--- config.mk ---
export PLATFORM = sky130hd
export DESIGN_NAME = column_post_sprite_decoder
export DESIGN_NICKNAME = d
export VERILOG_FILES = /design/src/design/cpsd_pkg.sv /design/src/design/cpsd_fifo.sv /design/src/design/cpsd_regs.sv /design/src/design/cpsd_front.sv /design/src/design/cpsd_back.sv /design/src/design/column_post_sprite_decoder.sv
export SDC_FILE = /design/constraint.sdc
export NUM_CORES = 1
export LEC_CHECK = 0
export ABC_AREA = 1
export BUFFER_PORTS_ARGS = -buffer_cell sky130_fd_sc_hd__buf_2
export CAP_MARGIN = 10
export CORE_ASPECT_RATIO = 1.4
export CORE_MARGIN = 1.5
export CORE_UTILIZATION = 42
export DETAILED_ROUTE_END_ITERATION = 8
export GPL_TIMING_DRIVEN = 0
export PLACE_DENSITY = 0.64
export SYNTH_ARGS = -nofsm -noshare
export SYNTH_HDL_FRONTEND = slang
export SYNTH_SLANG_ARGS = --single-unit
--- constraint.sdc ---
create_clock -name clk -period 18.25 [get_ports clk]
set_clock_uncertainty 0.2 [all_clocks]
set_input_delay 0.9125 -clock clk [delete_from_list [all_inputs] [get_ports clk]]
set_output_delay 0.9125 -clock clk [all_outputs]
set_load 0.02 [all_outputs]
--- src/design/cpsd_pkg.sv ---
`timescale 1ns / 1ps
`default_nettype none

package cpsd_pkg;

    localparam int COORD_W = 10;
    localparam int SIZE_W  = 11;
    localparam int ADDR_W  = 20;
    localparam int COLOR_W = 8;
    localparam int COLORS  = 256;

    localparam logic [1:0] REG_REMAP_OFFSET = 2'd0;
    localparam logic [1:0] REG_IMAGE_WIDTH  = 2'd1;
    localparam logic [1:0] REG_IMAGE_HEIGHT = 2'd2;

    localparam logic [COLOR_W-1:0] RESET_REMAP_OFFSET = 8'd0;
    localparam logic [SIZE_W-1:0]  RESET_IMAGE_WIDTH  = 11'd64;
    localparam logic [SIZE_W-1:0]  RESET_IMAGE_HEIGHT = 11'd128;

    localparam logic [COLOR_W-1:0] COLUMN_END    = 8'hFF;
    localparam logic [3:0]         REMAP_NIBBLE  = 4'h7;

    typedef struct packed {
        logic [COLOR_W-1:0] remap_offset;
        logic [SIZE_W-1:0]  image_width;
        logic [SIZE_W-1:0]  image_height;
    } cpsd_cfg_t;

    typedef struct packed {
        logic               is_pixel;
        logic               bad;
        logic [COORD_W-1:0] x;
        logic [COORD_W-1:0] y;
        logic [COLOR_W-1:0] color;
    } cpsd_op_t;

    typedef struct packed {
        logic               pixel_valid;
        logic [COORD_W-1:0] pixel_x;
        logic [COORD_W-1:0] pixel_y;
        logic [ADDR_W-1:0]  pixel_address;
        logic [COLOR_W-1:0] pixel_color;
        logic               first_use;
        logic               column_done;
        logic               bad_post;
    } cpsd_result_t;

endpackage

`default_nettype wire

--- src/design/cpsd_fifo.sv ---
`timescale 1ns / 1ps
`default_nettype none

module cpsd_fifo #(
    parameter int WIDTH = 8,
    parameter int DEPTH = 2
) (
    input  wire logic             clk,
    input  wire logic             rst_n,
    input  wire logic             push,
    input  wire logic [WIDTH-1:0] push_data,
    output logic                  full,
    input  wire logic             pop,
    output logic [WIDTH-1:0]      pop_data,
    output logic                  empty
);

    localparam int PTR_W = (DEPTH > 1) ? $clog2(DEPTH) : 1;
    localparam int CNT_W = $clog2(DEPTH + 1);
    localparam logic [PTR_W-1:0] LAST_PTR = PTR_W'(DEPTH - 1);
    localparam logic [CNT_W-1:0] FULL_CNT = CNT_W'(DEPTH);

    logic [WIDTH-1:0] store_reg [DEPTH];
    logic [PTR_W-1:0] wr_ptr_reg, wr_ptr_next;
    logic [PTR_W-1:0] rd_ptr_reg, rd_ptr_next;
    logic [CNT_W-1:0] count_reg, count_next;
    logic             do_push;
    logic             do_pop;

    assign full     = (count_reg == FULL_CNT);
    assign empty    = (count_reg == '0);
    assign do_push  = push && !full;
    assign do_pop   = pop && !empty;
    assign pop_data = store_reg[rd_ptr_reg];

    always_comb
    begin
        wr_ptr_next = wr_ptr_reg;
        rd_ptr_next = rd_ptr_reg;
        count_next  = count_reg;
        if (do_push)
        begin
            wr_ptr_next = (wr_ptr_reg == LAST_PTR) ? '0 : wr_ptr_reg + 1'b1;
        end
        if (do_pop)
        begin
            rd_ptr_next = (rd_ptr_reg == LAST_PTR) ? '0 : rd_ptr_reg + 1'b1;
        end
        if (do_push && !do_pop)
        begin
            count_next = count_reg + 1'b1;
        end
        else if (do_pop && !do_push)
        begin
            count_next = count_reg - 1'b1;
        end
    end

    always_ff @(posedge clk or negedge rst_n)
    begin
        if (!rst_n)
        begin
            wr_ptr_reg <= '0;
            rd_ptr_reg <= '0;
            count_reg  <= '0;
        end
        else
        begin
            wr_ptr_reg <= wr_ptr_next;
            rd_ptr_reg <= rd_ptr_next;
            count_reg  <= count_next;
        end
    end

    always_ff @(posedge clk)
    begin
        if (do_push)
        begin
            store_reg[wr_ptr_reg] <= push_data;
        end
    end

endmodule

`default_nettype wire

--- src/design/cpsd_regs.sv ---
`timescale 1ns / 1ps
`default_nettype none

module cpsd_regs (
    input  wire logic        clk,
    input  wire logic        rst_n,
    input  wire logic        psel,
    input  wire logic        penable,
    input  wire logic        pwrite,
    input  wire logic [3:0]  paddr,
    input  wire logic [31:0] pwdata,
    output logic [31:0]      prdata,
    output logic             pready,
    output cpsd_pkg::cpsd_cfg_t cfg
);

    import cpsd_pkg::*;

    cpsd_cfg_t  cfg_reg, cfg_next;
    logic       wr_en;
    logic [1:0] reg_sel;

    assign pready  = 1'b1;
    assign reg_sel = paddr[3:2];
    assign wr_en   = psel && penable && pwrite && pready;
    assign cfg     = cfg_reg;

    always_comb
    begin
        cfg_next = cfg_reg;
        if (wr_en)
        begin
            unique case (reg_sel)
                REG_REMAP_OFFSET: cfg_next.remap_offset = pwdata[COLOR_W-1:0];
                REG_IMAGE_WIDTH:  cfg_next.image_width  = pwdata[SIZE_W-1:0];
                REG_IMAGE_HEIGHT: cfg_next.image_height = pwdata[SIZE_W-1:0];
                default:          cfg_next = cfg_reg;
            endcase
        end
    end

    always_comb
    begin
        unique case (reg_sel)
            REG_REMAP_OFFSET: prdata = {24'd0, cfg_reg.remap_offset};
            REG_IMAGE_WIDTH:  prdata = {21'd0, cfg_reg.image_width};
            REG_IMAGE_HEIGHT: prdata = {21'd0, cfg_reg.image_height};
            default:          prdata = '0;
        endcase
    end

    always_ff @(posedge clk or negedge rst_n)
    begin
        if (!rst_n)
        begin
            cfg_reg.remap_offset <= RESET_REMAP_OFFSET;
            cfg_reg.image_width  <= RESET_IMAGE_WIDTH;
            cfg_reg.image_height <= RESET_IMAGE_HEIGHT;
        end
        else
        begin
            cfg_reg <= cfg_next;
        end
    end

endmodule

`default_nettype wire

--- src/design/cpsd_front.sv ---
`timescale 1ns / 1ps
`default_nettype none

module cpsd_front #(
    parameter int COLUMN_LIMIT = 512
) (
    input  wire logic                           clk,
    input  wire logic                           rst_n,
    input  wire logic                           accept,
    input  wire logic [cpsd_pkg::COLOR_W-1:0]   column_byte,
    input  wire logic [cpsd_pkg::COORD_W-1:0]   column_index,
    input  wire logic                           column_start,
    output logic                                op_push,
    output cpsd_pkg::cpsd_op_t                  op
);

    import cpsd_pkg::*;

    localparam int POS_W = $clog2(COLUMN_LIMIT + 1);
    localparam logic [POS_W-1:0] POS_MAX  = POS_W'(COLUMN_LIMIT);
    localparam logic [POS_W-1:0] POS_LAST = POS_W'(COLUMN_LIMIT - 1);

    localparam logic [2:0] PH_IDLE  = 3'd0;
    localparam logic [2:0] PH_ROW   = 3'd1;
    localparam logic [2:0] PH_COUNT = 3'd2;
    localparam logic [2:0] PH_PAD1  = 3'd3;
    localparam logic [2:0] PH_PIX   = 3'd4;
    localparam logic [2:0] PH_PAD2  = 3'd5;

    logic [2:0]         phase_reg, phase_next;
    logic [POS_W-1:0]   pos_reg, pos_next;
    logic [COORD_W-1:0] row_reg, row_next;
    logic [7:0]         left_reg, left_next;
    logic [2:0]         phase_cur;
    logic [POS_W-1:0]   pos_cur;
    logic [POS_W-1:0]   pos_inc;
    logic [7:0]         left_dec;

    assign phase_cur = column_start ? PH_ROW : phase_reg;
    assign pos_cur   = column_start ? '0 : pos_reg;
    assign pos_inc   = (pos_cur == POS_MAX) ? pos_cur : pos_cur + 1'b1;
    assign left_dec  = left_reg - 1'b1;

    always_comb
    begin
        phase_next = phase_reg;
        pos_next   = pos_reg;
        row_next   = row_reg;
        left_next  = left_reg;
        op_push    = 1'b0;
        op         = '0;
        if (accept)
        begin
            unique case (phase_cur)
                PH_ROW:
                begin
                    pos_next = pos_inc;
                    if (column_byte == COLUMN_END)
                    begin
                        op_push    = 1'b1;
                        phase_next = PH_IDLE;
                    end
                    else if (pos_cur >= POS_LAST)
                    begin
                        op_push    = 1'b1;
                        op.bad     = 1'b1;
                        phase_next = PH_IDLE;
                    end
                    else
                    begin
                        row_next   = {2'b00, column_byte};
                        phase_next = PH_COUNT;
                    end
                end
                PH_COUNT:
                begin
                    pos_next   = pos_inc;
                    left_next  = column_byte;
                    phase_next = PH_PAD1;
                end
                PH_PAD1:
                begin
                    pos_next   = pos_inc;
                    phase_next = (left_reg != '0) ? PH_PIX : PH_PAD2;
                end
                PH_PAD2:
                begin
                    pos_next   = pos_inc;
                    phase_next = PH_ROW;
                end
                PH_PIX:
                begin
                    pos_next    = pos_inc;
                    op_push     = 1'b1;
                    op.is_pixel = 1'b1;
                    op.x        = column_index;
                    op.y        = row_reg;
                    op.color    = column_byte;
                    row_next    = row_reg + 1'b1;
                    left_next   = left_dec;
                    if (left_dec == '0)
                    begin
                        phase_next = PH_PAD2;
                    end
                end
                default:
                begin
                    phase_next = phase_reg;
                end
            endcase
        end
    end

    always_ff @(posedge clk or negedge rst_n)
    begin
        if (!rst_n)
        begin
            phase_reg <= PH_IDLE;
            pos_reg   <= '0;
            row_reg   <= '0;
            left_reg  <= '0;
        end
        else
        begin
            phase_reg <= phase_next;
            pos_reg   <= pos_next;
            row_reg   <= row_next;
            left_reg  <= left_next;
        end
    end

endmodule

`default_nettype wire

--- src/design/cpsd_back.sv ---
`timescale 1ns / 1ps
`default_nettype none

module cpsd_back (
    input  wire logic                 clk,
    input  wire logic                 rst_n,
    input  wire logic                 go,
    input  wire cpsd_pkg::cpsd_op_t   op,
    input  wire cpsd_pkg::cpsd_cfg_t  cfg,
    output cpsd_pkg::cpsd_result_t    result
);

    import cpsd_pkg::*;

    logic [COLORS-1:0]            used_reg, used_next;
    logic [COLOR_W-1:0]           color;
    logic                         in_range;
    logic [COORD_W+SIZE_W-1:0]    product;
    logic [ADDR_W-1:0]            address;

    always_comb
    begin
        color = op.color;
        if (cfg.remap_offset != '0 && op.color[7:4] == REMAP_NIBBLE)
        begin
            color = op.color + cfg.remap_offset;
        end
    end

    assign in_range = ({1'b0, op.y} < cfg.image_height) && ({1'b0, op.x} < cfg.image_width);
    assign product  = {{SIZE_W{1'b0}}, op.y} * {{COORD_W{1'b0}}, cfg.image_width};
    assign address  = product[ADDR_W-1:0] + {{(ADDR_W-COORD_W){1'b0}}, op.x};

    always_comb
    begin
        result    = '0;
        used_next = used_reg;
        if (op.is_pixel)
        begin
            result.pixel_x     = op.x;
            result.pixel_y     = op.y;
            result.pixel_color = color;
            if (in_range)
            begin
                result.pixel_valid   = 1'b1;
                result.pixel_address = address;
                result.first_use     = !used_reg[color];
                if (go)
                begin
                    used_next[color] = 1'b1;
                end
            end
            else
            begin
                result.bad_post = 1'b1;
            end
        end
        else
        begin
            result.column_done = 1'b1;
            result.bad_post    = op.bad;
        end
    end

    always_ff @(posedge clk or negedge rst_n)
    begin
        if (!rst_n)
        begin
            used_reg <= {{(COLORS-1){1'b0}}, 1'b1};
        end
        else
        begin
            used_reg <= used_next;
        end
    end

endmodule

`default_nettype wire

--- src/design/column_post_sprite_decoder.sv ---
`timescale 1ns / 1ps
`default_nettype none

// Column post decoder for sprite pictures. Column bytes arrive through a queue-style
// input: a transaction is taken when push is high and full is low. Pixel results and
// column-end results leave through a queue-style output: the oldest result is on the
// result ports while empty is low and is taken when pop is high.
// One byte is taken in every cycle while full is low. A byte that gives a result is
// written by the parser to a short operation queue at the edge that takes it; the pixel
// unit (remap, bounds check, one frame address multiply and the used-colour set) then
// moves it into the two-entry result queue whenever that queue has room. Count and pad
// bytes give no result, nor does a row byte that opens a post. When the receiver stops
// popping, the result queue fills, the pixel unit stops draining the operation queue,
// and full rises once that queue is full too; nothing is lost. Configuration registers
// are to be written through the APB port while the block is idle; the block does not
// enforce this. Reset empties both queues, returns the parser to waiting for a column
// start, loads the register defaults and clears the used-colour set except for colour zero.
module column_post_sprite_decoder #(
    parameter int COLUMN_LIMIT = 512
) (
    input  wire logic                          clk,
    input  wire logic                          rst_n,
    input  wire logic                          psel,
    input  wire logic                          penable,
    input  wire logic                          pwrite,
    input  wire logic [3:0]                    paddr,
    input  wire logic [31:0]                   pwdata,
    output logic [31:0]                        prdata,
    output logic                               pready,
    input  wire logic                          push,
    output logic                               full,
    input  wire logic [cpsd_pkg::COLOR_W-1:0]  column_byte,
    input  wire logic [cpsd_pkg::COORD_W-1:0]  column_index,
    input  wire logic                          column_start,
    output logic                               empty,
    input  wire logic                          pop,
    output logic                               pixel_valid,
    output logic [cpsd_pkg::COORD_W-1:0]       pixel_x,
    output logic [cpsd_pkg::COORD_W-1:0]       pixel_y,
    output logic [cpsd_pkg::ADDR_W-1:0]        pixel_address,
    output logic [cpsd_pkg::COLOR_W-1:0]       pixel_color,
    output logic                               first_use,
    output logic                               column_done,
    output logic                               bad_post
);

    import cpsd_pkg::*;

    cpsd_cfg_t    cfg;
    cpsd_op_t     op_in;
    cpsd_op_t     op_out;
    cpsd_result_t result_in;
    cpsd_result_t result_out;
    logic         accept;
    logic         op_push;
    logic         op_full;
    logic         op_empty;
    logic         res_full;
    logic         go;

    assign full   = op_full;
    assign accept = push && !op_full;
    assign go     = !op_empty && !res_full;

    cpsd_regs u_regs (
        .clk     (clk),
        .rst_n   (rst_n),
        .psel    (psel),
        .penable (penable),
        .pwrite  (pwrite),
        .paddr   (paddr),
        .pwdata  (pwdata),
        .prdata  (prdata),
        .pready  (pready),
        .cfg     (cfg)
    );

    cpsd_front #(
        .COLUMN_LIMIT (COLUMN_LIMIT)
    ) u_front (
        .clk          (clk),
        .rst_n        (rst_n),
        .accept       (accept),
        .column_byte  (column_byte),
        .column_index (column_index),
        .column_start (column_start),
        .op_push      (op_push),
        .op           (op_in)
    );

    cpsd_fifo #(
        .WIDTH ($bits(cpsd_op_t)),
        .DEPTH (2)
    ) u_op_queue (
        .clk       (clk),
        .rst_n     (rst_n),
        .push      (op_push),
        .push_data (op_in),
        .full      (op_full),
        .pop       (go),
        .pop_data  (op_out),
        .empty     (op_empty)
    );

    cpsd_back u_back (
        .clk    (clk),
        .rst_n  (rst_n),
        .go     (go),
        .op     (op_out),
        .cfg    (cfg),
        .result (result_in)
    );

    cpsd_fifo #(
        .WIDTH ($bits(cpsd_result_t)),
        .DEPTH (2)
    ) u_result_queue (
        .clk       (clk),
        .rst_n     (rst_n),
        .push      (go),
        .push_data (result_in),
        .full      (res_full),
        .pop       (pop),
        .pop_data  (result_out),
        .empty     (empty)
    );

    assign pixel_valid   = result_out.pixel_valid;
    assign pixel_x       = result_out.pixel_x;
    assign pixel_y       = result_out.pixel_y;
    assign pixel_address = result_out.pixel_address;
    assign pixel_color   = result_out.pixel_color;
    assign first_use     = result_out.first_use;
    assign column_done   = result_out.column_done;
    assign bad_post      = result_out.bad_post;

endmodule

`default_nettype wire
==> flow_metrics.py <==
metrics = {
    "logic_synthesis": {
        "ys_seq_elements": 489,
        "synth_top_family_by_area": "simple AND/OR/NAND/NOR gates",
        "synthDistinctLibCells": 56,
        "synth-simple-area-share": 0.1979,
        "synth.top_cell.area_share": 0.3048,
        "synth_compound_area_frac": 0.1168,
        "synthMostInstantiatedCell": "nand2_1",
        "syn_avg_cell_area_sq_um": 8.808,
        "muxShareOfSynthArea": 0.0007574,
        "synth_fa_ha_area_frac": 0.1027,
        "synth.largest_area_cell": "dfrtp_1",
        "synth_area_sq_mm": 0.02643,
        "synth_common_cells": "nand2_1, dfrtp_1, inv_1, nor2_1, o21ai_0",
        "syn_inst": 3001,
        "synth_ff_type": "dfrtp_1",
        "synth-warning-count": 0,
        "synth-xor-area-share": 0.01325,
        "synth_edf_count": 164,
        "seq_area_frac_synth": 0.4941,
        "ys_top_cells_by_area": "dfrtp_1, edfxtp_1, nand2_1",
        "async_flop_share": 0.6646,
    },
    "sta": {
        "setup_viol": 0,
        "maxSlewViolCount": 0,
        "final-hold-violation-count": 0,
        "rsz0062_at_grt": "no",
        "setup_slack_ns": 10.17,
        "tightest_slew_ns": 1.267,
        "fmax_mhz": 123.7,
        "period_needed_ns": 8.083,
        "slew_headroom": 0.1466,
        "fin_crit_sh": 0.4429,
        "tns_ns": 0,
    },
    "routing": {
        "drc": 0,
        "wl_microns": 78100,
        "drt_iter0_drc": 1349,
        "dr.pass1.iters": 5,
        "avgRoutedWirePerCell_microns": 19.33,
        "via_count": 20670,
        "ant_nets": 0,
        "viasPerCell": 5.116,
    },
    "setup_path": {
        "cp-end-kind": "register",
        "path_buf_inv": 9,
        "crit_cells": 27,
        "worstPathRequired_ns": 18.40,
        "crit_path_frequent_cell": "fa_1",
        "reg2reg_depth": 27,
        "start_kind": "register",
        "cp.arrival_ns": 8.23,
        "path_max_fanout": 10,
        "critPathMaxStageDelay_ns": 1.03,
        "critPathSlowestCell": "o21ai_0",
        "cp_top_family": "adder cells",
        "path_class": "reg -> reg",
    },
    "floorplan": {
        "rows": 108,
        "start_util": 0.4252,
        "fp.dieArea_sq_mm": 0.06447,
        "coreArea_sq_mm": 0.06216,
        "die_x_microns": 215.0,
        "ios": 149,
        "fp.dieH_microns": 299.8,
    },
    "global_routing": {
        "grt_overflow": 0,
        "grt_first_pass_wirelength_microns": 120100,
        "grt_pass1_vias": 20770,
        "grt_max_degree": 106,
        "grtUsageTotal": 0.2445,
        "antenna_found_initial": 0,
    },
    "placed_design": {
        "dp_cells": 3954,
        "hpwl_microns": 56100,
        "place_congestion": 0.9750,
        "numPortBuffers": 103,
        "post-place-ws_ns": 10.21,
    },
    "layout": {
        "largest_reg_flops": 256,
        "syn_to_final_growth_pct": 12.78,
        "final_cells": 4041,
        "diodes": 0,
        "final_nets": 3410,
        "utilization": 0.4796,
        "drive_gt1_frac": 0.09359,
        "fillCellCount": 5997,
    },
    "cts": {
        "cts-hold-fix-buffers": 0,
        "clkLatencyLatePin_ns": 0.61,
        "cts_setup_buffers": 0,
        "clockBufferDepth": 3,
        "clkTransAtPathRegs_ns": 0.06,
        "cts_htree_levels": 2,
        "cts_buffers": 48,
        "cts_tree": "built",
        "cts-root-buf": "clkbuf_16",
        "cts.sink_count": 489,
        "cts.repair.resized": 0,
    },
    "worst_hold_path": {
        "hold_class": "in -> async",
    },
    "pwr": {
        "power.leakage_nw": 14.28,
        "power.total_mw": 6.341,
        "power_density_mw_per_mm2": 212.7,
        "vdd_ir_drop_max_mv": 0.1906,
    },
    "outcome": {
        "status": "finished, final reports clean",
    },
    "job": {
        "cap_violations": 0,
    },
}
[per-layer routing]
metal | track usage | share of wire | up-vias
li1 | - | - | 9873
met1 | 0.2738 | 0.38 | 9928
met2 | 0.4448 | 0.51 | 640
met3 | 0.03338 | 0.048 | 232
met4 | 0.1405 | 0.062 | 0
met5 | 0 | 0 | -
[metrics by stage]
stage / hold slack, ns / area (sq um)
floorplan: 0.2244 / 26510
global placement: 0.2332 / 28060
detailed placement: 0.2422 / 28220
CTS: 0.07410 / 29810
global route: 0.08686 / 29810
finish: 0.05791 / 29810
[cell families after synthesis]
group,after synthesis
other cells,2
compound gates,498
buf+inv,474
fa+ha+maj,169
mux,2
xor+xnor,40
simple gates,1327
flops,489
[power by group]
group | switching (mW) | internal, mW
Sequential | 0.127 | 1.53
Clock | 0.439 | 0.569
Combinational | 2.46 | 1.22
[cell type report]
class                      count  area, sq um  area share
sequential                   489        13060      0.4382
multi-input combinational   2058        11520      0.3863
clock buffer                  64         1363     0.04571
inverter                     328         1234     0.04139
tap                          825         1032     0.03463
buffer                       146        726.9     0.02439
timing repair buffer         108        648.1     0.02174
clock inverter                23        229.0    0.007681
[cell usage in the layout, fill, tap and decap left out, types with 4 or more instances in the layout]
| cell type | count |
|---|---|
| a21oi_1 | 48 |
| a31oi_1 | 7 |
| buf_1 | 7 |
| buf_2 | 140 |
| buf_4 | 33 |
| clkbuf_1 | 74 |
| clkbuf_16 | 49 |
| clkbuf_8 | 8 |
| clkinv_1 | 14 |
| clkinv_2 | 5 |
| conb_1 | 22 |
| dfrtp_1 | 322 |
| edfxtp_1 | 164 |
| fa_1 | 80 |
| ha_1 | 89 |
| inv_1 | 319 |
| nand2_1 | 988 |
| nand2_2 | 6 |
| nand3_1 | 41 |
| nor2_1 | 232 |
| nor2_4 | 4 |
| nor3_1 | 14 |
| o21ai_0 | 209 |
| o21ai_1 | 8 |
| o21bai_1 | 196 |
| o221ai_1 | 8 |
| o22ai_1 | 4 |
| or2_2 | 21 |
| xnor2_1 | 18 |
| xor2_1 | 22 |
[path summary, 6_finish.rpt]
| path | from | slack (ns) | end |
|---|---|---|---|
| max reg2reg | u_op_queue.rd_ptr_reg$_DFFE_PN0P_ | 10.17 | u_result_queue.store_reg[0][30]$_DFFE_PP_ |
| max | u_op_queue.rd_ptr_reg$_DFFE_PN0P_ | 10.17 | u_result_queue.store_reg[0][30]$_DFFE_PP_ |
| min reg2reg | u_back.used_reg[82]$_DFFE_PN0P_ | 0.25 | u_back.used_reg[82]$_DFFE_PN0P_ |
| min | rst_n | 0.06 | u_back.used_reg[97]$_DFFE_PN0P_ |
| max in group asynchronous | rst_n | 16.42 | u_front.pos_reg[0]$_DFFE_PN0P_ |
| min in group clk | u_back.used_reg[82]$_DFFE_PN0P_ | 0.25 | u_back.used_reg[82]$_DFFE_PN0P_ |
Power figures use the tool's default switching activity.
